**config.mk**
```make
export PLATFORM = sky130hd
export DESIGN_NAME = aarm_pipe_ctl
export DESIGN_NICKNAME = d
export VERILOG_FILES = /design/src/hdl/aarm_pipe_ctl.sv
export SDC_FILE = /design/constraint.sdc
export NUM_CORES = 1
export LEC_CHECK = 0
export ABC_AREA = 1
export BUFFER_PORTS_ARGS = -buffer_cell sky130_fd_sc_hd__buf_4
export CORE_UTILIZATION = 60
export DETAILED_ROUTE_END_ITERATION = 7
export MAX_ROUTING_LAYER = met4
export PLACE_DENSITY = 0.85
export SETUP_SLACK_MARGIN = 0.02
export SLEW_MARGIN = 20
export SYNTH_ARGS = -nofsm -noshare
export SYNTH_HDL_FRONTEND = slang
export SYNTH_SLANG_ARGS = --single-unit
```
**constraint.sdc**
```tcl
create_clock -name clk_i -period 3.2 [get_ports clk_i]
set_clock_uncertainty 0.15 [all_clocks]
set_input_delay 0.96 -clock clk_i [delete_from_list [all_inputs] [get_ports clk_i]]
set_output_delay 0.96 -clock clk_i [all_outputs]
set_load 0.02 [all_outputs]
```
**src/hdl/aarm_pipe_ctl.sv**
```systemverilog
`timescale 1ns / 1ps
// ----------------------------------------------------------------------------
// aarm_pipe_ctl
// Stage valid bits and per-stage load enables; bubbles collapse under stall.
// ----------------------------------------------------------------------------
module aarm_pipe_ctl #(
  parameter int unsigned STAGES = 80
) (
  input  logic              clk_i,
  input  logic              rst_ni,
  input  logic              valid_i,
  output logic              stall_o,
  output logic              valid_o,
  input  logic              stall_i,
  output logic [STAGES-1:0] en_o
);

  logic [STAGES-1:0] v_q;
  logic [STAGES-1:0] v_d;

  assign v_d = {v_q[STAGES-2:0], valid_i};

  // a stage may load unless it and everything after it is full and held
  for (genvar k = 0; k < STAGES; k++) begin : g_en
    assign en_o[k] = ~((&v_q[STAGES-1:k]) & stall_i);
  end

  always_ff @(posedge clk_i or negedge rst_ni) begin
    if (!rst_ni) begin
      v_q <= '0;
    end else begin
      for (int k = 0; k < STAGES; k++) begin
        if (en_o[k]) begin
          v_q[k] <= v_d[k];
        end
      end
    end
  end

  assign stall_o = ~en_o[0];
  assign valid_o = v_q[STAGES-1];

`ifndef NO_ASSERTIONS
  a_hold: assert property (@(posedge clk_i) disable iff (!rst_ni)
    (valid_o && stall_i) |=> valid_o)
    else $error("held result dropped");
  a_empty_tail: assert property (@(posedge clk_i) disable iff (!rst_ni)
    !valid_o |-> !stall_o)
    else $error("input stalled with empty output stage");
  a_take: assert property (@(posedge clk_i) disable iff (!rst_ni)
    (valid_i && !stall_o) |=> v_q[0])
    else $error("accepted request not captured");
  a_free: assert property (@(posedge clk_i) disable iff (!rst_ni)
    !stall_i |-> (&en_o))
    else $error("stage frozen without downstream stall");
`endif

endmodule

```
==> results.yml <==
routing:
  detail_route.first_pass.iterations: 8
  num_vias: 5648
  antenna_left: 0
  detail_route.vias_per_cell: 6.02
  routed_wl_um: 18900
  initialDrtViolationCount: 999
  route.detailed.drc: 0
  wl_per_cell_um: 20.1
placed_design:
  gp_congestion: 1.03
  io_port_bufs: 85
  place.detailed.hpwl_um: 12200
  post-place-ws_ns: -0.139
  placed_cells_incl_taps: 888
setup_path:
  cp_data_arrival_time_ns: 2.29
  crit_end_element: "primary output"
  cp-start-kind: "flop"
  top_cell_by_count_worst_path: "nand2_1"
  worstPathRequired_ns: 2.09
  crit_chain: "nand2_1 -> nor2_1 -> nand2_1 -> nor2_8 -> nand3_4 -> nor2_4 -> nand3_2 -> buf_6"
  worstPathMaxFanout: 5
  worst-setup-path-type: "reg2out"
  critical_path.slowest_cell: "dfrtp_1"
  cp_slowest_stage_delay_ns: 0.38
  reg2regPathDepth: 11
sta:
  period_minus_slack_ns: 3.40
  timing_hold_violations_final: 0
  fin_ws_ns: -0.204
  period_share_pct: 106
  setup_repair_after_global_routing_missed_its_margin: "yes"
  timing_worst_slew_pin_value_ns: 0.632
  max_freq_mhz: 294
  fin_setup_tns_ns: -4.71
  setup_viol: 50
  timing.final.max_slew_violations: 0
  slew_headroom_pct: 57.9
final_layout:
  layout-area-overhead-vs-synth_pct: 42.9
  final_net_count: 838
  largest_registers: "v_q (80)"
  share_of_layout_cells_above_drive_strength_1_pct: 34.5
  largest_register_ffs: 80
  register_with_the_highest_flop_count: "v_q"
  filler_cell_count: 324
  non_filler_cells_in_the_finished_layout: 938
  layout.core_utilization_pct: 90.1
  mostFrequentLayoutCell: "nand2_1"
  most-common-layout-cells: "nand2_1 (199), buf_4 (116), inv_1 (110)"
cts:
  cts_buffers: 9
  cts.clk_slew.worst_paths_ns: 0.10
  clk_root_buffer_cell: "clkbuf_8"
  clock-sinks: 80
  cts-htree-levels: 3
  cts_tree: "yes"
  latest_clock_arrival_within_the_worst_skew_pair_ns: 0.38
  ctsLongestPathBuffers: 2
worst_hold_path:
  worst_hold_path_type: "reg2reg"
  hold_path_cell_cnt: 2
outcome:
  status: "finished, violations left"
  violated_checks: "negative setup slack"
power:
  power.density_mw_per_mm2: 409
  p_leak_nw: 3.73
  vdd_ir_drop_max_uv: 226
floorplan:
  pin_count: 86
  die-height_um: 89.8
  die_area_sq_mm: 0.00806
  floorplan.initialDensity_pct: 63.0
  placement_rows: 31
  design.core.area_sq_mm: 0.00733
  die_width_um: 89.8
synthesis:
  synth.distinct_cells: 25
  gate_count_of_the_mapped_netlist: 654
  synth.largest_area_cell: "dfrtp_1"
  ys_top_cells_by_area: "dfrtp_1 (43%), nand2_1 (18%), inv_1 (9.8%)"
  synth_async_sr_flop_share_pct: 100
  synthesis.area_per_instance_sq_um: 7.07
  register_bit_total_from_synthesis: 80
  synth_nets: 658
  yosysWarnings: 0
  post-synth-top-area-fraction_pct: 43.3
  sequential_area_share_after_synthesis_pct: 43.3
  yosys_most_used_dff: "dfrtp_1"
  netlist_area_sq_mm: 0.00462
  synth_enable_flop_cells: 0
grt:
  first_pass_grt_wire_length_um: 26700
  largest_net_degree_at_the_start_of_global_routing: 49
  grt.overflow.total: 0
  global_routing_usage_summed_across_all_routing_layers_pct: 44.6
  grt_antenna_before_repair: 1
  vias_in_the_first_global_route: 5103
run:
  maxCapViolations: 0
==> through the flow <==
step / instance area, sq um / total power [mW] / hold WS (ns)
after floorplan: 4680 / 1.56 / 0.284
after global placement: 5830 / 1.84 / 0.296
after detailed placement: 5830 / 1.86 / 0.317
after CTS: 6330 / 2.59 / 0.327
after global routing: 6610 / 2.77 / 0.360
final: 6610 / 2.70 / 0.329
==> final timing paths <==
kind,start,to,slack [ns]
setup / recovery,v_q[68],en_o[7],-0.20
hold reg to reg,v_q[0],v_q[1],0.33
setup reg to reg,v_q[73],v_q[5],0.88
hold / removal,v_q[0],v_q[1],0.33
min in group asynchronous,rst_ni,v_q[56],0.45
max in group asynchronous,rst_ni,v_q[0],1.84
==> synthesized netlist by cell type, types with 2 or more instances <==
cell type,count
nand2_1,222
inv_1,121
nor2_1,113
dfrtp_1,80
nand3_1,28
or2_2,15
nor2_4,10
nand3_2,9
nand4_1,8
nor3_1,8
o21bai_1,5
and2_1,4
nand2_2,4
nand2_4,4
nor2_2,4
nor2_8,4
inv_2,3
or2_1,3
nand3_4,2
nand3b_4,2
==> critical path: cells and delay by family (launching register included) <==
family / cells / cell delay (ns)
buf+inv: 1 / 0.16
flops: 1 / 0.38
simple gates: 7 / 1.37
==> layout make-up <==
cell class | instances | area, sq um | share of cell area [%]
clock buffers | 10 | 138 | 2.08
repair buffers | 169 | 1490 | 22.5
clock inverters | 5 | 33.8 | 0.511
flip-flops and latches | 80 | 2000 | 30.3
inverters | 124 | 473 | 7.16
well taps | 99 | 124 | 1.88
diodes | 1 | 2.50 | 0.0379
multi-input cells | 450 | 2340 | 35.5
==> per-layer routing <==
layer	routed length (um)	global-route usage, %
met3	2540	9.39
met2	8500	68.1
met4	1170	15.7
met1	6660	59.1
met5	0	-
==> cell families after synthesis <==
logic type      count (synthesis)  share of synthesized area [%]
compound gates                  6                          0.920
buf+inv                       124                           10.1
flops                          80                           43.3
simple gates                  444                           45.7
==> power breakdown <==
| part | switching [mW] | leakage (nW) | internal [mW] |
|---|---|---|---|
| Sequential | 0.0512 | 0.816 | 1.06 |
| Combinational | 0.572 | 2.83 | 0.320 |
| Clock | 0.399 | 0.0841 | 0.297 |
| Total | 1.02 | 3.73 | 1.68 |
==> repair_timing <==
action	in CTS	in global routing
hold buffers	0	0
gates resized for setup	55	47
buffers inserted	17	17
setup endpoints to repair	49	52
pin swaps	19	22
No activity file was read; power rests on OpenSTA's default activity.
